File: src/sv/lcdspi_pkg.sv
`default_nettype none

package lcdspi_pkg;

    // Request kinds carried on the slave-side tuser
    typedef enum logic [1:0] {
        ACT_COMMAND   = 2'd0,
        ACT_PARAMETER = 2'd1,
        ACT_PIXEL     = 2'd2,
        ACT_WINDOW    = 2'd3
    } action_t;

    localparam int unsigned BYTE_BITS  = 8;
    localparam int unsigned FRAME_BITS = BYTE_BITS + 1;
    localparam int unsigned MAX_FRAMES = 11;
    localparam int unsigned SHIFT_W    = FRAME_BITS * MAX_FRAMES;
    localparam int unsigned CNT_W      = 4;   // holds 0..MAX_FRAMES
    localparam int unsigned BIT_CNT_W  = 4;   // holds 0..FRAME_BITS-1

    localparam logic [BYTE_BITS-1:0] CMD_COLUMN_ADDR = 8'h2A;
    localparam logic [BYTE_BITS-1:0] CMD_ROW_ADDR    = 8'h2B;
    localparam logic [BYTE_BITS-1:0] CMD_MEM_WRITE   = 8'h2C;

    localparam logic DC_COMMAND = 1'b0;
    localparam logic DC_DATA    = 1'b1;

    localparam logic [CNT_W-1:0] FRAMES_SINGLE = 4'd1;
    localparam logic [CNT_W-1:0] FRAMES_PIXEL  = 4'd3;
    localparam logic [CNT_W-1:0] FRAMES_WINDOW = 4'd11;

    localparam logic [BIT_CNT_W-1:0] LAST_BIT = 4'd8;

endpackage

`default_nettype wire

File: src/sv/lcd_three_wire_spi_framer.sv
`default_nettype none

// An accepted request loads the frame shifter; each frame is shifted bit by bit, then moved into the output register.
// Throughput: one bit of the 9-bit frame shifted per cycle while the shifter is not held.
// The serial frame shifter sets the rate; it stalls only while a finished frame
//   cannot move into the full output register.
// Reset (rst_n low, asynchronous): no frame pending, output invalid, ready to accept.
module lcd_three_wire_spi_framer (
    input  wire logic        clk,
    input  wire logic        rst_n,

    input  wire logic        s_axis_tvalid,
    output      logic        s_axis_tready,
    // [7:0] byte_value, [23:8] pixel_rgb565, [39:24] column_start,
    // [55:40] column_end, [71:56] row_start, [87:72] row_end
    input  wire logic [87:0] s_axis_tdata,
    // [1:0] action
    input  wire logic [1:0]  s_axis_tuser,

    output      logic        m_axis_tvalid,
    input  wire logic        m_axis_tready,
    // [7:0] frame_byte, [8] release_select, [15:9] zero
    output      logic [15:0] m_axis_tdata,
    // [0] is_data
    output      logic        m_axis_tuser,
    output      logic        m_axis_tlast
);

    localparam int unsigned BB = lcdspi_pkg::BYTE_BITS;
    localparam int unsigned SW = lcdspi_pkg::SHIFT_W;

    // Unpacked request fields
    logic [BB-1:0] byte_value;
    logic [15:0]   pixel_rgb565;
    logic [15:0]   column_start;
    logic [15:0]   column_end;
    logic [15:0]   row_start;
    logic [15:0]   row_end;

    assign byte_value   = s_axis_tdata[7:0];
    assign pixel_rgb565 = s_axis_tdata[23:8];
    assign column_start = s_axis_tdata[39:24];
    assign column_end   = s_axis_tdata[55:40];
    assign row_start    = s_axis_tdata[71:56];
    assign row_end      = s_axis_tdata[87:72];

    // Frame shifter: all frames of the request, first frame in the top bits,
    // each frame as {dc, byte}. The top bit leaves in every cycle that the shifter is enabled.
    logic [SW-1:0]                        shift_reg, shift_next;
    logic [BB-1:0]                        asm_reg, asm_next;     // dc + 7 byte bits
    logic [lcdspi_pkg::BIT_CNT_W-1:0]     bit_cnt_reg, bit_cnt_next;
    logic [lcdspi_pkg::CNT_W-1:0]         frames_left_reg, frames_left_next;
    logic                                 pixel_reg, pixel_next;

    // Output register
    logic          m_valid_reg, m_valid_next;
    logic [BB-1:0] m_byte_reg, m_byte_next;
    logic          m_release_reg, m_release_next;
    logic          m_is_data_reg, m_is_data_next;
    logic          m_last_reg, m_last_next;

    logic          busy;
    logic          out_free;
    logic          on_last_bit;
    logic          shift_en;
    logic          frame_done;
    logic          in_accept;
    logic [SW-1:0] load_word;
    logic [lcdspi_pkg::CNT_W-1:0] load_count;
    logic          load_pixel;
    logic [BB-1:0] red_byte, green_byte, blue_byte;

    assign busy        = (frames_left_reg != '0);
    assign out_free    = !m_valid_reg || m_axis_tready;
    assign on_last_bit = (bit_cnt_reg == lcdspi_pkg::LAST_BIT);
    // Hold the shifter on the final bit until the output register can take the frame
    assign shift_en    = busy && (!on_last_bit || out_free);
    assign frame_done  = busy && on_last_bit && out_free;

    // Accept while idle, or in the cycle the final frame leaves the shifter
    assign s_axis_tready = !busy ||
                           (frame_done && frames_left_reg == lcdspi_pkg::FRAMES_SINGLE);
    assign in_accept     = s_axis_tvalid && s_axis_tready;

    // RGB565 to left-aligned RGB666 bytes
    assign red_byte   = {pixel_rgb565[15:11], 3'b000};
    assign green_byte = {pixel_rgb565[10:5], 2'b00};
    assign blue_byte  = {pixel_rgb565[4:0], 3'b000};

    always_comb
    begin
        load_word  = '0;
        load_count = lcdspi_pkg::FRAMES_SINGLE;
        load_pixel = 1'b0;
        unique case (lcdspi_pkg::action_t'(s_axis_tuser))
            lcdspi_pkg::ACT_COMMAND:
            begin
                load_word[SW-1 -: lcdspi_pkg::FRAME_BITS] = {lcdspi_pkg::DC_COMMAND, byte_value};
            end
            lcdspi_pkg::ACT_PARAMETER:
            begin
                load_word[SW-1 -: lcdspi_pkg::FRAME_BITS] = {lcdspi_pkg::DC_DATA, byte_value};
            end
            lcdspi_pkg::ACT_PIXEL:
            begin
                load_word[SW-1 -: 3*lcdspi_pkg::FRAME_BITS] =
                    {lcdspi_pkg::DC_DATA, red_byte,
                     lcdspi_pkg::DC_DATA, green_byte,
                     lcdspi_pkg::DC_DATA, blue_byte};
                load_count = lcdspi_pkg::FRAMES_PIXEL;
                load_pixel = 1'b1;
            end
            lcdspi_pkg::ACT_WINDOW:
            begin
                load_word = {lcdspi_pkg::DC_COMMAND, lcdspi_pkg::CMD_COLUMN_ADDR,
                             lcdspi_pkg::DC_DATA, column_start[15:8],
                             lcdspi_pkg::DC_DATA, column_start[7:0],
                             lcdspi_pkg::DC_DATA, column_end[15:8],
                             lcdspi_pkg::DC_DATA, column_end[7:0],
                             lcdspi_pkg::DC_COMMAND, lcdspi_pkg::CMD_ROW_ADDR,
                             lcdspi_pkg::DC_DATA, row_start[15:8],
                             lcdspi_pkg::DC_DATA, row_start[7:0],
                             lcdspi_pkg::DC_DATA, row_end[15:8],
                             lcdspi_pkg::DC_DATA, row_end[7:0],
                             lcdspi_pkg::DC_COMMAND, lcdspi_pkg::CMD_MEM_WRITE};
                load_count = lcdspi_pkg::FRAMES_WINDOW;
            end
            default:
            begin
                load_word = '0;
            end
        endcase
    end

    always_comb
    begin
        shift_next       = shift_reg;
        asm_next         = asm_reg;
        bit_cnt_next     = bit_cnt_reg;
        frames_left_next = frames_left_reg;
        pixel_next       = pixel_reg;

        m_valid_next   = m_valid_reg && !m_axis_tready;
        m_byte_next    = m_byte_reg;
        m_release_next = m_release_reg;
        m_is_data_next = m_is_data_reg;
        m_last_next    = m_last_reg;

        if (shift_en)
        begin
            shift_next = {shift_reg[SW-2:0], 1'b0};
            asm_next   = {asm_reg[BB-2:0], shift_reg[SW-1]};
            bit_cnt_next = bit_cnt_reg + 1'b1;
        end

        if (frame_done)
        begin
            // Move the finished frame to the output; last serial bit joins directly
            m_valid_next     = 1'b1;
            m_is_data_next   = asm_reg[BB-1];
            m_byte_next      = {asm_reg[BB-2:0], shift_reg[SW-1]};
            m_last_next      = (frames_left_reg == lcdspi_pkg::FRAMES_SINGLE);
            // Pixel frames keep chip select low until the blue byte
            m_release_next   = !pixel_reg || (frames_left_reg == lcdspi_pkg::FRAMES_SINGLE);
            bit_cnt_next     = '0;
            frames_left_next = frames_left_reg - 1'b1;
        end

        if (in_accept)
        begin
            shift_next       = load_word;
            bit_cnt_next     = '0;
            frames_left_next = load_count;
            pixel_next       = load_pixel;
        end
    end

    always_ff @(posedge clk or negedge rst_n)
    begin
        if (!rst_n)
        begin
            bit_cnt_reg     <= '0;
            frames_left_reg <= '0;
            m_valid_reg     <= 1'b0;
        end
        else
        begin
            bit_cnt_reg     <= bit_cnt_next;
            frames_left_reg <= frames_left_next;
            m_valid_reg     <= m_valid_next;
        end
    end

    always_ff @(posedge clk)
    begin
        shift_reg     <= shift_next;
        asm_reg       <= asm_next;
        pixel_reg     <= pixel_next;
        m_byte_reg    <= m_byte_next;
        m_release_reg <= m_release_next;
        m_is_data_reg <= m_is_data_next;
        m_last_reg    <= m_last_next;
    end

    assign m_axis_tvalid = m_valid_reg;
    assign m_axis_tdata  = {7'b0, m_release_reg, m_byte_reg};
    assign m_axis_tuser  = m_is_data_reg;
    assign m_axis_tlast  = m_last_reg;

    // Bit counter never runs past the last bit of a frame
    a_bit_cnt_range: assert property (@(posedge clk) disable iff (!rst_n)
        bit_cnt_reg <= lcdspi_pkg::LAST_BIT)
        else $error("frame bit counter out of range");

    // A request never queues more frames than a window set-up
    a_frames_range: assert property (@(posedge clk) disable iff (!rst_n)
        frames_left_reg <= lcdspi_pkg::FRAMES_WINDOW)
        else $error("frame count out of range");

    // An accepted request starts a fresh frame with work pending
    a_accept_loads: assert property (@(posedge clk) disable iff (!rst_n)
        in_accept |=> (busy && bit_cnt_reg == '0))
        else $error("request accepted without loading the shifter");

    // The last frame of a request always releases chip select
    a_last_releases: assert property (@(posedge clk) disable iff (!rst_n)
        (m_axis_tvalid && m_axis_tlast) |-> m_axis_tdata[8])
        else $error("final frame keeps chip select low");

    // A new output frame appears only after a complete 9-bit shift
    a_frame_after_shift: assert property (@(posedge clk) disable iff (!rst_n)
        (m_valid_reg && !$past(m_valid_reg && !m_axis_tready) && !$past(!rst_n))
            |-> $past(on_last_bit && busy))
        else $error("output frame without a finished shift");

endmodule

`default_nettype wire

File: config.mk
export PLATFORM = sky130hd
export DESIGN_NAME = lcd_three_wire_spi_framer
export DESIGN_NICKNAME = d
export VERILOG_FILES = /design/src/sv/lcdspi_pkg.sv /design/src/sv/lcd_three_wire_spi_framer.sv
export SDC_FILE = /design/constraint.sdc
export NUM_CORES = 1
export LEC_CHECK = 0
export ABC_AREA = 1
export BUFFER_PORTS_ARGS = -buffer_cell sky130_fd_sc_hd__buf_2
export CORE_MARGIN = 2
export CORE_UTILIZATION = 35
export DETAILED_ROUTE_END_ITERATION = 10
export PLACE_DENSITY = 0.64
export SLEW_MARGIN = 10
export SYNTH_ARGS = -nofsm -noshare
export SYNTH_HDL_FRONTEND = slang
export SYNTH_SLANG_ARGS = --single-unit
File: constraint.sdc
create_clock -name clk -period 6.6 [get_ports clk]
set_input_delay 0 -clock clk [delete_from_list [all_inputs] [get_ports clk]]
set_output_delay 0 -clock clk [all_outputs]
set_load 0.05 [all_outputs]
==> results of run 1 <==
==> power by group <==
part / leakage, nW / total (mW) / switching [mW] / internal [mW]
logic: 1.84 / 0.688 / 0.442 / 0.246
registers: 1.37 / 1.51 / 0.116 / 1.40
clock network: 0.288 / 0.952 / 0.328 / 0.624
total: 3.50 / 3.15 / 0.886 / 2.27
==> cells in the final DEF (no fill, tap or decap), types with 7 or more instances in the layout <==
master | synthesis | routed
edfxtp_1 | 117 | 117
buf_2 | 5 | 106
clkbuf_16 | 0 | 17
o21ai_0 | 10 | 10
dfrtp_1 | 9 | 9
a22o_1 | 11 | 11
dlygate4sd3_1 | 0 | 73
ha_1 | 8 | 8
nand3_1 | 7 | 7
nand2_1 | 261 | 260
nor2_1 | 11 | 11
conb_1 | 1 | 7
inv_1 | 23 | 23
==> critical path: cells and delay by family, from the launching register on <==
kind / cells / cell delay, ns
adders and majority gates: 1 / 0.16
buffers and inverters: 2 / 0.84
DFF: 1 / 0.40
and+or+nand+nor: 6 / 1.63
==> kinds of logic (layout without fill, tap and decap cells) <==
logic type	Yosys count	after routing	synth area share [%]
AOI/OAI and AO/OA	31	31	3.93
xor gates and xnor gates	4	4	0.633
adders and majority gates	8	8	1.81
buffers and inverters	56	239	5.65
DFF	126	126	67.5
other	1	7	0.0677
and+or+nand+nor	287	287	20.4
==> area by class of cell <==
class,instances,area (um2)
clock inverter,14,174
timing repair buffer,180,1270
fill,1396,7820
inverter,27,104
sequential,126,3740
multi-input combinational,337,1510
clock buffer,18,429
tap,211,264
==> worst paths after layout <==
kind                                                  from                        endpoint  depth (start not counted)
worst max-delay path            bit_cnt_reg[0]$_DFFE_PN0P_     shift_reg[49]$_SDFFCE_PP0P_                          9
worst min-delay path                                 rst_n      bit_cnt_reg[2]$_DFFE_PN0P_                          2
worst max register to register  bit_cnt_reg[0]$_DFFE_PN0P_     shift_reg[49]$_SDFFCE_PP0P_                          9
worst min register to register        asm_reg[7]$_DFFE_PP_          m_axis_tuser$_DFFE_PP_                          0
max in group asynchronous                            rst_n  frames_left_reg[2]$_DFFE_PN0P_                          2
min in group clk                          s_axis_tdata[17]         shift_reg[87]$_DFFE_PP_                          4
==> cells in the mapped netlist (2+ instances only) <==
master / count
a21oi_1: 2
a22o_1: 11
a32oi_1: 3
buf_2: 5
buf_4: 9
buf_6: 8
clkbuf_1: 7
dfrtp_1: 9
edfxtp_1: 117
ha_1: 8
inv_1: 23
inv_2: 3
nand2_1: 261
nand3_1: 7
nor2_1: 11
nor2_2: 2
o21ai_0: 10
o21ai_1: 3
xor2_1: 4
==> metrics by stage <==
stage                     cells  power (mW)  hold slack (ns)
after floorplan             519        2.02           -0.296
after global placement      808        2.14           -0.141
after detailed placement    808        2.18           -0.134
after CTS                   913        3.18         0.000254
after global routing        913        3.34          0.00363
final                       913        3.15          0.00937
==> routing by layer <==
layer  wire (um)  global-route usage [%]  up-vias
li1            -                       -     2030
met1        5170                    17.1     1830
met2        5500                    23.1      105
met3         540                    3.57        9
met4         106                    6.01        0
met5           0                       0        -
==> impl_metrics.tcl, run 1 <==
set metrics [dict create \
    drc 0 \
    post_cts_resized 0 \
    setup_viol 0 \
    syn_area_per_cell_um2 10.8 \
    largest_register_ffs 97 \
    grt_max_degree 100 \
    antenna_cells 0 \
    grt_pass1_vias 3927 \
    endpoint_kind "register" \
    num_rows 45 \
    dr.first_iter.drc_count 312 \
    stdcell_area_mm2 0.00749 \
    clk_latency_ns 0.41 \
    dp_hpwl_mm 6.65 \
    final_antenna_net_count 0 \
    path_common_cell "nand2_4" \
    cts_tree "done" \
    grt_pass1_wl_mm 18.1 \
    tightest_slew_ns 0.982 \
    cts_hold_buf 73 \
    dieArea_mm2 0.0168 \
    fin_crit_ns 3.48 \
    die_h_um 130 \
    start_util_pct 36.1 \
    post-cts-setup-buffers 0 \
    fin_tns_setup_ns 0 \
    ys_seq_area_share_pct 67.5 \
    dp_worst_setup_slack_ns 3.07 \
    gp_congestion 0.765 \
    synthCells 513 \
    synth-edff-count 117 \
    antenna_found_initial 0 \
    finClkSkew_ns 0.0131 \
    critPathSlowestCell "buf_4" \
    synthArstFlopShare_pct 7.14 \
    cts-root-buf "clkbuf_16" \
    cts_buffer_depth 2 \
    cts_made_buffers 17 \
    hold_viol_final 0 \
    yosys_warnings 0 \
    yosysTopAreaCellShare_pct 63.5 \
    syn_area_mm2 0.00554 \
    overflow 0 \
    firstDrtPassIters 5 \
    outcome "finished clean" \
    ys_seq_elements 126 \
    dpl_cell_area_mm2 0.00616 \
    synthTopCellsByArea "edfxtp_1, nand2_1, dfrtp_1" \
    post_drt_wl_per_cell_um 12.4 \
    powerDensity_mw_per_mm2 421 \
    path_clk_slew_ns 0.06 \
    die_x_um 130 \
    finalWirelength_mm 11.3 \
    ios 114 \
    layout-drive-gt1-share_pct 20.9 \
    crit_type "register to register" \
    area_growth_pct 35.4 \
    num_vias 3974 \
    slew_headroom_pct 34.5 \
    crit_path_start_kind "register" \
    cp_cell_sequence "inv_1 -> ha_1 -> nand2_1 -> nor2_2 -> nand4_1 -> nand2_2 -> nand2_4 -> nand2_4 -> buf_4" \
    arrival_ns 3.50 \
    holdCritPathClass "input port to async pin" \
    max_freq_ghz 0.288 \
    drv_slew 0 \
    fin_nets 791 \
    cp.required_ns 6.63 \
    p_leak_nw 3.50 \
    min_period_over_period_pct 52.7 \
    drt-vias-per-instance 4.35 \
    ys_types 29 \
    io_buffers 106 \
    grt_usage_pct 13.8 \
    peakVddDrop_uv 257 \
    cap_viol_max_count 0 \
    core_mm2 0.0153 \
    yosysTopAreaCell "edfxtp_1" \
    worst_slack_ns 3.12 \
    cp_max_fo 99 \
    rsz0062_at_grt "false" \
    numClockSinks 126 \
    final_util_pct 48.9 \
    cpPeakStageDelay_ns 0.74 \
    h-tree-depth 4 \
    ys.flop_type "edfxtp_1" \
    ff2ff_setup_slack_ns 3.12 \
]
(Power assumes the default switching activity.)
==> run 2, diff against run 1 <==
ABC_AREA = 0   (was 1)
clock period = 3.29 ns   (was 6.6 ns; I/O delays follow)
==> run 2 against run 1 <==
Compared with the run above:
- critical path depth did not move
- combinational power increased by 130%
- final area rose by 5.7%
- utilization grew 0.94 points
- register-to-register slack worse by 2.5 ns
- maximum frequency is 32% higher
- first-iteration DRC count shrank 2.9%
- cell count fell by 3.3%
- synthesized cell count shrank 8.4%
- clock skew down 0.0015 ns
- count of clock-buffer cells in the layout unchanged
- critical path type unchanged
==> impl_metrics.tcl, run 2 <==
set metrics [dict create \
    outcome "finished clean" \
    gp_congestion 0.793 \
    max_freq_ghz 0.379 \
    mostFrequentLayoutCells "o21ai_0, edfxtp_1, buf_2, dlygate4sd3_1, nand2_1" \
    fin_nets 755 \
    clkPwrFrac_pct 31.1 \
    crit_buf_inv 4 \
    cp_max_fo 32 \
    setup_viol 0 \
    synth-edff-count 117 \
    layout-drive-gt1-share_pct 26.0 \
    post-cts-setup-buffers 0 \
    dr.first_iter.drc_count 303 \
    holdWs_ns 0.0244 \
    cpPeakStageDelay_ns 0.43 \
    powerDensity_mw_per_mm2 857 \
    synthArstFlopShare_pct 7.14 \
    rsz0062_at_grt "false" \
    syn_area_mm2 0.00570 \
    io_buffers 106 \
    die_h_um 132 \
    start_util_pct 35.9 \
    yosys_warnings 0 \
    crit_path_start_kind "register" \
    cts_buffer_depth 2 \
    slew_headroom_pct 57.2 \
    p_total_mw 6.79 \
    numClockSinks 126 \
    cap_viol_max_count 0 \
    tightest_slew_ns 0.642 \
    p_switching_mw 1.92 \
    register_area_mm2 0.00374 \
    grt_max_degree 72 \
    crit_family "simple AND/OR/NAND/NOR gates" \
    nFillCells 1441 \
    yosysMostFrequentCell "o21ai_0" \
    area_growth_pct 38.9 \
    drv_slew 0 \
    p_comb_share_pct 23.8 \
    firstDrtPassIters 6 \
    peakVddDrop_uv 429 \
    syn_area_per_cell_um2 12.1 \
    min_period_over_period_pct 80.3 \
    arrival_ns 2.74 \
    grt_usage_pct 14.8 \
    ys_seq_elements 126 \
    endpoint_kind "register" \
    intPower_mw 4.87 \
    hold_viol_final 0 \
    cts_hold_buf 85 \
    multi_input_area_mm2 0.00173 \
    cts_tree "done" \
    yosysTopAreaCell "edfxtp_1" \
    final_antenna_net_count 0 \
    drt-vias-per-instance 4.84 \
    p_seq_share_pct 45.1 \
    ys_seq_area_share_pct 65.6 \
    die_x_um 132 \
    clk_latency_ns 0.42 \
    grt_pass1_wl_mm 20.5 \
    stdcell_area_mm2 0.00792 \
    post_drt_wl_per_cell_um 14.2 \
    grt_pass1_vias 4298 \
    path_clk_slew_ns 0.06 \
    synth_commonest_cells "o21ai_0, edfxtp_1, nand2_1" \
    fin_crit_ns 2.64 \
    yosysTopAreaCellShare_pct 61.6 \
    largest_register_ffs 97 \
    critPathSlowestCell "nand2_4" \
    num_rows 46 \
    dieArea_mm2 0.0173 \
    num_vias 4273 \
    antenna_found_initial 1 \
    finalWirelength_mm 12.5 \
    synthCells 470 \
    layout.cells.most_common "o21ai_0" \
    crit_type "register to register" \
    ios 114 \
    ys_types 44 \
    cp.required_ns 3.39 \
    ys.flop_type "edfxtp_1" \
    h-tree-depth 4 \
    overflow 0 \
    p_leak_nw 3.17 \
    holdCritPathClass "input port to register" \
    core_mm2 0.0159 \
    synthTopCellsByArea "edfxtp_1, o21ai_0, nand2_1" \
    cp_cell_sequence "inv_1 -> ha_1 -> or3b_4 -> inv_4 -> a31oi_4 -> inv_4 -> nand2_4 -> nand2_4 -> buf_4" \
    cts-root-buf "clkbuf_16" \
    dpl_cell_area_mm2 0.00640 \
    switching_share_pct 28.2 \
    post_cts_resized 0 \
    dp_hpwl_mm 7.65 \
    fin_tns_setup_ns 0 \
    drc 0 \
    cts_made_buffers 17 \
    finClkSkew_ns 0.0117 \
]
-- run 2: logic make-up (layout without fill, tap and decap cells) --
| logic type | after synthesis | count (layout) | synth area share (%) |
|---|---|---|---|
| simple gates | 90 | 90 | 7.44 |
| xor+xnor | 3 | 3 | 0.461 |
| buf+inv | 53 | 243 | 4.78 |
| compound gates | 183 | 183 | 18.5 |
| fa+ha+maj | 8 | 8 | 1.76 |
| flops | 126 | 126 | 65.6 |
| mux | 6 | 6 | 1.43 |
| other cells | 1 | 8 | 0.0658 |
-- run 2: worst paths after layout --
| path | depth (start not counted) | slack, ns | to | start |
|---|---|---|---|---|
| setup reg to reg | 9 | 0.65 | shift_reg[21]$_DFFE_PP_ | frames_left_reg[1]$_DFFE_PN0P_ |
| min in group asynchronous | 3 | 0.60 | bit_cnt_reg[2]$_DFFE_PN0P_ | rst_n |
| setup / recovery | 9 | 0.65 | shift_reg[21]$_DFFE_PP_ | frames_left_reg[1]$_DFFE_PN0P_ |
| max in group asynchronous | 3 | 2.39 | frames_left_reg[1]$_DFFE_PN0P_ | rst_n |
| hold reg to reg | 0 | 0.44 | m_axis_tuser$_DFFE_PP_ | asm_reg[7]$_DFFE_PP_ |
| hold / removal | 3 | 0.02 | shift_reg[16]$_DFFE_PP_ | s_axis_tdata[79] |
-- run 2: power by group through the flow --
stage	Combinational (mW)	Sequential [mW]	Clock, mW
after floorplan	1.08	3.10	0
after global placement	1.48	3.05	0
after detailed placement	1.55	3.08	0
after CTS	1.64	3.07	2.15
after global routing	1.82	3.14	2.23
final	1.61	3.06	2.11
-- run 2: per-layer routing --
layer / part of all wire [%] / global-route usage (%) / up-vias
li1: - / - / 2091
met1: 45 / 18.6 / 2049
met2: 49 / 23.9 / 114
met3: 4.2 / 4.28 / 19
met4: 1.6 / 6.16 / 0
met5: 0 / 0 / -
-- run 2: area by class of cell --
cell class	instances	area share, %
inverters	11	0.648
well taps	216	3.41
clock inverters	14	3.03
clock buffers	18	5.42
flip-flops and latches	126	47.2
diodes	1	0.0316
repair buffers	200	18.5
multi-input cells	297	21.8
-- run 2: worst register-to-register path, delay by kind of cell (launching register included) --
| family | cells | cell delay [ns] |
|---|---|---|
| AND/OR/NAND/NOR | 3 | 1.06 |
| buffers and inverters | 4 | 0.64 |
| flip-flops | 1 | 0.37 |
| adder cells (fa/ha/maj) | 1 | 0.16 |
| AO/OA/AOI/OAI | 1 | 0.10 |
-- run 2: stage by stage --
stage | worst slack (ns) | std cells | util [%]
after floorplan | 0.507 | 476 | -
after global placement | 0.715 | 765 | 40.3
after detailed placement | 0.613 | 765 | 40.3
after CTS | 0.596 | 882 | 49.8
after global routing | 0.423 | 883 | 49.9
final | 0.649 | 883 | 49.9
